`src/rtl/core/vertex_store_transform_assert.svh`:
```
// assertion macros for the vertex store transform block
// expects clk and rst in the scope of use
`ifndef VERTEX_STORE_TRANSFORM_ASSERT_SVH
`define VERTEX_STORE_TRANSFORM_ASSERT_SVH

// same-cycle implication, off during reset
`define VST_ASSERT_IMP(lbl, ante, cons, msg) \
  lbl: assert property (@(posedge clk) disable iff (rst) (ante) |-> (cons)) else $error(msg);

// next-cycle implication, off during reset
`define VST_ASSERT_NXT(lbl, ante, cons, msg) \
  lbl: assert property (@(posedge clk) disable iff (rst) (ante) |=> (cons)) else $error(msg);

`endif

```
`src/rtl/core/vst_pkg.sv`:
```
// shared types, constants and arithmetic helpers of the vertex store transform
// no dependencies
package vst_pkg;

  localparam int MAX_VERTICES = 1024;
  localparam int FRAC_BITS    = 16;
  localparam int ADDR_W       = $clog2(MAX_VERTICES);
  localparam int CNT_W        = $clog2(MAX_VERTICES + 1);
  localparam int IN_W         = 144;
  localparam int OUT_W        = 112;

  // operation codes
  localparam logic [2:0] FN_APPEND    = 3'd0;
  localparam logic [2:0] FN_COPY      = 3'd1;
  localparam logic [2:0] FN_READ      = 3'd2;
  localparam logic [2:0] FN_TRANSLATE = 3'd3;
  localparam logic [2:0] FN_SCALE     = 3'd4;
  localparam logic [2:0] FN_ROTATE    = 3'd5;

  // status codes
  localparam logic [1:0] ST_OK      = 2'd0;
  localparam logic [1:0] ST_BAD_ID  = 2'd1;
  localparam logic [1:0] ST_FULL    = 2'd2;

  typedef enum logic [3:0] {
    S_IDLE, S_DISPATCH, S_SC, S_Q1, S_Q2, S_Q3, S_MAT,
    S_R0, S_R1, S_R2, S_R3, S_COMMIT
  } state_t;

  // operand selection of the three shared multipliers
  typedef enum logic [2:0] {
    MS_SQR, MS_CROSS, MS_W, MS_SCALE, MS_ROW0, MS_ROW1, MS_ROW2
  } mul_sel_t;

  // which register group takes a result
  typedef enum logic [3:0] {
    CAP_NONE, CAP_SIMPLE, CAP_SCALE, CAP_SQR, CAP_CROSS, CAP_W,
    CAP_X, CAP_Y, CAP_Z
  } cap_t;

  typedef struct packed {
    logic     accept;
    mul_sel_t mul_sel;
    cap_t     cap;
    logic     build_mat;
    logic     commit;
  } cmd_t;

  typedef struct packed {
    logic       err;
    logic [2:0] func;
    logic       out_busy;
  } sts_t;

  // rounded fixed-point value of a raw product, round half up
  function automatic logic signed [63:0] rnd(input logic signed [63:0] p);
    logic signed [63:0] half;
    half = 64'sd1 <<< (FRAC_BITS - 1);
    return (p + half) >>> FRAC_BITS;
  endfunction

  // saturate to 32 bits signed
  function automatic logic signed [31:0] sat32(input logic signed [63:0] v);
    logic signed [63:0] hi;
    logic signed [63:0] lo;
    hi = 64'sd2147483647;
    lo = -64'sd2147483648;
    if (v > hi) return 32'sh7fffffff;
    else if (v < lo) return 32'sh80000000;
    else return v[31:0];
  endfunction

endpackage

```
`src/rtl/core/vst_ctrl.sv`:
```
// controller state machine of the vertex store transform
// depends on vst_pkg
module vst_ctrl (
  input  logic           clk,
  input  logic           rst,
  input  logic           s_tvalid,
  output logic           s_tready,
  input  vst_pkg::sts_t  sts,
  output vst_pkg::cmd_t  cmd
);

  vst_pkg::state_t state;
  vst_pkg::state_t state_next;
  logic            simple;

  assign simple = sts.err || (sts.func != vst_pkg::FN_SCALE && sts.func != vst_pkg::FN_ROTATE);
  assign s_tready = (state == vst_pkg::S_IDLE);

  // state register
  always_ff @(posedge clk) begin
    if (rst) state <= vst_pkg::S_IDLE;
    else state <= state_next;
  end

  // next state
  always_comb begin
    state_next = state;
    case (state)
      vst_pkg::S_IDLE:     if (s_tvalid) state_next = vst_pkg::S_DISPATCH;
      vst_pkg::S_DISPATCH: begin
        if (simple) state_next = vst_pkg::S_COMMIT;
        else if (sts.func == vst_pkg::FN_SCALE) state_next = vst_pkg::S_SC;
        else state_next = vst_pkg::S_Q1;
      end
      vst_pkg::S_SC:       state_next = vst_pkg::S_COMMIT;
      vst_pkg::S_Q1:       state_next = vst_pkg::S_Q2;
      vst_pkg::S_Q2:       state_next = vst_pkg::S_Q3;
      vst_pkg::S_Q3:       state_next = vst_pkg::S_MAT;
      vst_pkg::S_MAT:      state_next = vst_pkg::S_R0;
      vst_pkg::S_R0:       state_next = vst_pkg::S_R1;
      vst_pkg::S_R1:       state_next = vst_pkg::S_R2;
      vst_pkg::S_R2:       state_next = vst_pkg::S_R3;
      vst_pkg::S_R3:       state_next = vst_pkg::S_COMMIT;
      vst_pkg::S_COMMIT:   if (!sts.out_busy) state_next = vst_pkg::S_IDLE;
      default:             state_next = vst_pkg::S_IDLE;
    endcase
  end

  // command outputs
  always_comb begin
    cmd           = '0;
    cmd.mul_sel   = vst_pkg::MS_SQR;
    cmd.cap       = vst_pkg::CAP_NONE;
    case (state)
      vst_pkg::S_IDLE:     cmd.accept = s_tvalid;
      vst_pkg::S_DISPATCH: begin
        if (simple) cmd.cap = vst_pkg::CAP_SIMPLE;
        else if (sts.func == vst_pkg::FN_SCALE) cmd.mul_sel = vst_pkg::MS_SCALE;
        else cmd.mul_sel = vst_pkg::MS_SQR;
      end
      vst_pkg::S_SC:       cmd.cap = vst_pkg::CAP_SCALE;
      vst_pkg::S_Q1: begin
        cmd.mul_sel = vst_pkg::MS_CROSS;
        cmd.cap     = vst_pkg::CAP_SQR;
      end
      vst_pkg::S_Q2: begin
        cmd.mul_sel = vst_pkg::MS_W;
        cmd.cap     = vst_pkg::CAP_CROSS;
      end
      vst_pkg::S_Q3:       cmd.cap = vst_pkg::CAP_W;
      vst_pkg::S_MAT:      cmd.build_mat = 1'b1;
      vst_pkg::S_R0:       cmd.mul_sel = vst_pkg::MS_ROW0;
      vst_pkg::S_R1: begin
        cmd.mul_sel = vst_pkg::MS_ROW1;
        cmd.cap     = vst_pkg::CAP_X;
      end
      vst_pkg::S_R2: begin
        cmd.mul_sel = vst_pkg::MS_ROW2;
        cmd.cap     = vst_pkg::CAP_Y;
      end
      vst_pkg::S_R3:       cmd.cap = vst_pkg::CAP_Z;
      vst_pkg::S_COMMIT:   cmd.commit = !sts.out_busy;
      default:             cmd.accept = 1'b0;
    endcase
  end

`include "vertex_store_transform_assert.svh"

  `VST_ASSERT_NXT(a_accept_dispatch, cmd.accept, state == vst_pkg::S_DISPATCH, "accept not followed by dispatch")
  `VST_ASSERT_IMP(a_commit_free, cmd.commit, !sts.out_busy, "commit while output occupied")
  `VST_ASSERT_IMP(a_ready_idle, s_tready, !cmd.commit && cmd.cap == vst_pkg::CAP_NONE, "ready while busy")

endmodule

```
`config.mk`:
```
export PLATFORM = sky130hd
export DESIGN_NAME = vst_ctrl
export DESIGN_NICKNAME = d
export VERILOG_FILES = /design/src/rtl/core/vst_pkg.sv /design/src/rtl/core/vst_ctrl.sv
export VERILOG_INCLUDE_DIRS = /design/src /design/src/rtl/core
export SDC_FILE = /design/constraint.sdc
export NUM_CORES = 1
export LEC_CHECK = 0
export ABC_CLOCK_PERIOD_IN_PS = 1700
export BUFFER_PORTS_ARGS = -buffer_cell sky130_fd_sc_hd__buf_2
export CORE_AREA = 3 3 40 42
export CTS_CLUSTER_DIAMETER = 120
export DETAILED_ROUTE_END_ITERATION = 12
export DIE_AREA = 0 0 43 45
export PLACE_DENSITY = 0.58
export SLEW_MARGIN = 15
export SYNTH_ARGS = -nofsm -noshare
export SYNTH_HDL_FRONTEND = slang
export SYNTH_SLANG_ARGS = --single-unit
```
`constraint.sdc`:
```
create_clock -name clk -period 1.7 [get_ports clk]
set_input_delay 0.34 -clock clk [delete_from_list [all_inputs] [get_ports clk]]
set_output_delay 0.34 -clock clk [all_outputs]
set_load 0.05 [all_outputs]
```
==> summary.txt <==
Critical path
  – CP bufs+invs: 2
  – Crit path cell chain: buf_8 -> nor4b_4 -> nor2_1 -> or3b_1 -> a21oi_2 -> buf_6
  – Worst setup EP type: primary output
  – Setup crit start: sts[4]
  – CP max stage cell: or3b_1
  – Setup crit start kind: primary input
  – Delay-heaviest family, CP: simple AND/OR/NAND/NOR gates
  – FF-to-FF End: state[3]$_SDFFE_PP0P_
  – Register-to-Register Path Depth: 5
  – Worst path depth: 6
  – R2R Setup Slk: about 0.32 ns
  – Crit path to: cmd[7]
  – CP Class: in -> out
  – Crit Path Max Fanout: 2
  – Worst EP arrival: ~1.5 ns
  – R2r startpoint: state[3]$_SDFFE_PP0P_
  – Max incr delay on CP: between 0.3 and 0.4 ns
  – Critical Path RT: 1.36 ns

Run
  – Max-cap viol count: 0

Final layout
  – Nets@finish: 96
  – Largest register FFs: 4
  – Area Growth Syn to Fin: 78.8%
  – Final Cell Area: roughly 730 um2
  – Top reg by flops: state
  – Share of layout cells above drive strength 1: roughly 57%
  – Fill cells: 130
  – Largest regs: state x4
  – Antenna cells: 0

Global routing
  – Total GRT Usage: between 10% and 20%
  – First-pass GRT wire length: slightly below 2000 um
  – Aggregate global routing overflow: 0
  – Vias in the first global route: approximately 460
  – Initial antenna violation count: 0
  – Largest net degree at the start of global routing: 10

Clock tree
  – CTS sink cnt: 4
  – Clk Tree Root Cell: clkbuf_4
  – H-tree depth: 1
  – Max Buffers Root-to-Sink: 2
  – CTS Buf Count: 3
  – CTS tree: built
  – Clk Latency, worst-skew pair: 0.23 ns
  – Clock slew at reported path FFs: 0.03 ns

Power and ir drop
  – Worst VDD drop: between 0.7 and 0.8 mV
  – Leakage: 0.321 nW
  – P per Cell Area: 1740 mW/mm2
  – Total design power: between 1 and 1.5 mW

Logic synthesis
  – Register area share after synthesis: about 20%
  – Post-synth ARST share: 0%
  – Area leader, netlist: dfxtp_1
  – Synth Instances: 58
  – Syn_nets: 66
  – Netlist cell types: 28
  – Post-synth EDFFs: 0
  – Largest cells by area after synthesis: dfxtp_1, nor2_1, nand2_1, a21oi_1, nor3_1
  – Yosys top cell area share: approximately a fifth
  – Cell Area, Synth: around 410 um2
  – Top FF cell, synth: dfxtp_1
  – Post-Synthesis Mean Instance Area: 7.03 um2
  – Yosys reg bits: 4
  – Synthesis Warnings: 0

Floorplan
  – Initial Utilization: 31.7%
  – Die H: approximately 45 um
  – Placeable Area: roughly 0.0013 mm2
  – Io pins: 19
  – Die ar.: between 0.0015 and 0.002 mm2
  – Rows: 13
  – Die X: around 43 um

Timing
  – Max Slew Vio Count: 0
  – Final setup violation count: 1
  – Fmax: roughly 560 MHz
  – Min Tclk post-route: 1.80 ns
  – Setup slack after layout: -0.0984 ns
  – WHS: about 0.32 ns
  – RSZ-0062 raised after global routing: true
  – Final Hold Violating Endpoints: 0
  – Slew HR: 76.6%
  – Setup Skew: ~0.0056 ns
  – Worst-Margin Slew: around 0.34 ns
  – Period utilisation layout: 106%

Placement
  – GPL Wtd Cong: a little over 0.8
  – Pre-CTS setup slack: -0.257 ns
  – I/O Buffers: 18
  – Area of placed instances: 608 um2
  – Hpwl dp: about 860 um

Outcome
  – Status: finished, violations left
  – Failing checks: negative setup slack

Detailed routing
  – Vias per cell: between 4 and 5
  – DRT Wirelength: between 1000 and 1500 um
  – Iter 0 DRT Violations: 10
  – Routed len/inst: between 10 and 15 um
  – Via count: 502
  – DR pass1 iterations: 4
  – DRC Markers: 0
  – Antenna viol nets, final: 0

Worst hold path
  – Worst hold path class: in -> reg
==> metal layers <==
layer,vias to the layer above,global-route usage (%),part of all wire [%]
li1,260,-,-
met1,227,17.1,45
met2,15,21.6,48
met3,0,5.58,7.5
met4,0,0,0
met5,-,0,0
==> report_power, final <==
part | switching, mW | total (mW) | internal, mW
sequential | 0.0650 | 0.201 | 0.136
clock | 0.0376 | 0.116 | 0.0789
combinational | 0.570 | 0.949 | 0.378
total | 0.673 | 1.27 | 0.593
==> metrics by stage <==
| step | utilization [%] | TNS, ns | cells |
|---|---|---|---|
| finish | 56.8 | -0.0984 | 101 |
| global route | 56.8 | -0.322 | 101 |
| CTS | 54.8 | -0.109 | 101 |
| detailed placement | 47.3 | -0.276 | 95 |
| global placement | 47.3 | -0.235 | 95 |
| floorplan | - | -0.655 | 58 |
==> worst register-to-register path, stage by stage, from the launching register on <==
cell	delay, ns
dfxtp_4	0.36
buf_4	0.14
nor2b_4	0.11
or3b_1	0.35
a31o_1	0.23
a21oi_2	0.12
==> cells in the mapped netlist, drive strengths merged, types with 2 or more instances <==
cell,count
nor2,7
nand2,6
a21oi,5
dfxtp,4
nor3,4
buf,3
inv,3
o21ai,3
or3b,3
clkbuf,2
nand2b,2
nand3,2
xnor2,2
==> worst min-delay path by stage <==
| stage | start | end | depth (start not counted) |
|---|---|---|---|
| floorplan | rst | state[3]$_SDFFE_PP0P_ | 1 |
| detailed placement | rst | state[3]$_SDFFE_PP0P_ | 2 |
| finish | rst | state[3]$_SDFFE_PP0P_ | 2 |
| global route | rst | state[3]$_SDFFE_PP0P_ | 2 |
| CTS | rst | state[3]$_SDFFE_PP0P_ | 2 |
| global placement | rst | state[3]$_SDFFE_PP0P_ | 2 |
==> cells by family after synthesis <==
logic type	synth area share [%]
and+or+nand+nor	42.6
AOI/OAI and AO/OA	21.5
buffers and inverters	9.82
DFF	19.6
xor gates and xnor gates	6.44
==> area by class of cell <==
class                   instances  area, um2  share of cell area (%)
multi-input cells              46        352                    48.2
repair buffers                 30        235                    32.2
flip-flops and latches          4       90.1                    12.3
clock buffers                   3       22.5                    3.09
well taps                      15       18.8                    2.57
inverters                       3       11.3                    1.54
==> layout by cell type, fill, tap and decap left out, drive strengths merged <==
| master | synthesis | routed |
|---|---|---|
| a21boi | 1 | 1 |
| nor3 | 4 | 4 |
| o32ai | 1 | 1 |
| a2111oi | 1 | 1 |
| and2 | 1 | 1 |
| xor2 | 1 | 1 |
| or3b | 3 | 3 |
| nand3 | 2 | 2 |
| xnor2 | 2 | 2 |
| dfxtp | 4 | 4 |
| nor2 | 7 | 7 |
| o21ai | 3 | 3 |
| buf | 3 | 27 |
| clkbuf | 2 | 6 |
| nand3b | 1 | 1 |
| nor3b | 1 | 1 |
| nor2b | 1 | 1 |
| inv | 3 | 3 |
| nor4b | 1 | 1 |
| a221o | 1 | 1 |
| nand2 | 6 | 6 |
| nand2b | 2 | 2 |
| nor4 | 1 | 1 |
| a31o | 1 | 1 |
| a21oi | 5 | 5 |
==> timing repair <==
action / 4_1_cts / 5_1_grt
buffers inserted: 3 / 0
hold buffers: 0 / 0
pin swaps: 3 / 0
resized for setup: 15 / 10
setup endpoints to repair: 8 / 8
No activity file was read; power rests on OpenSTA's default activity.
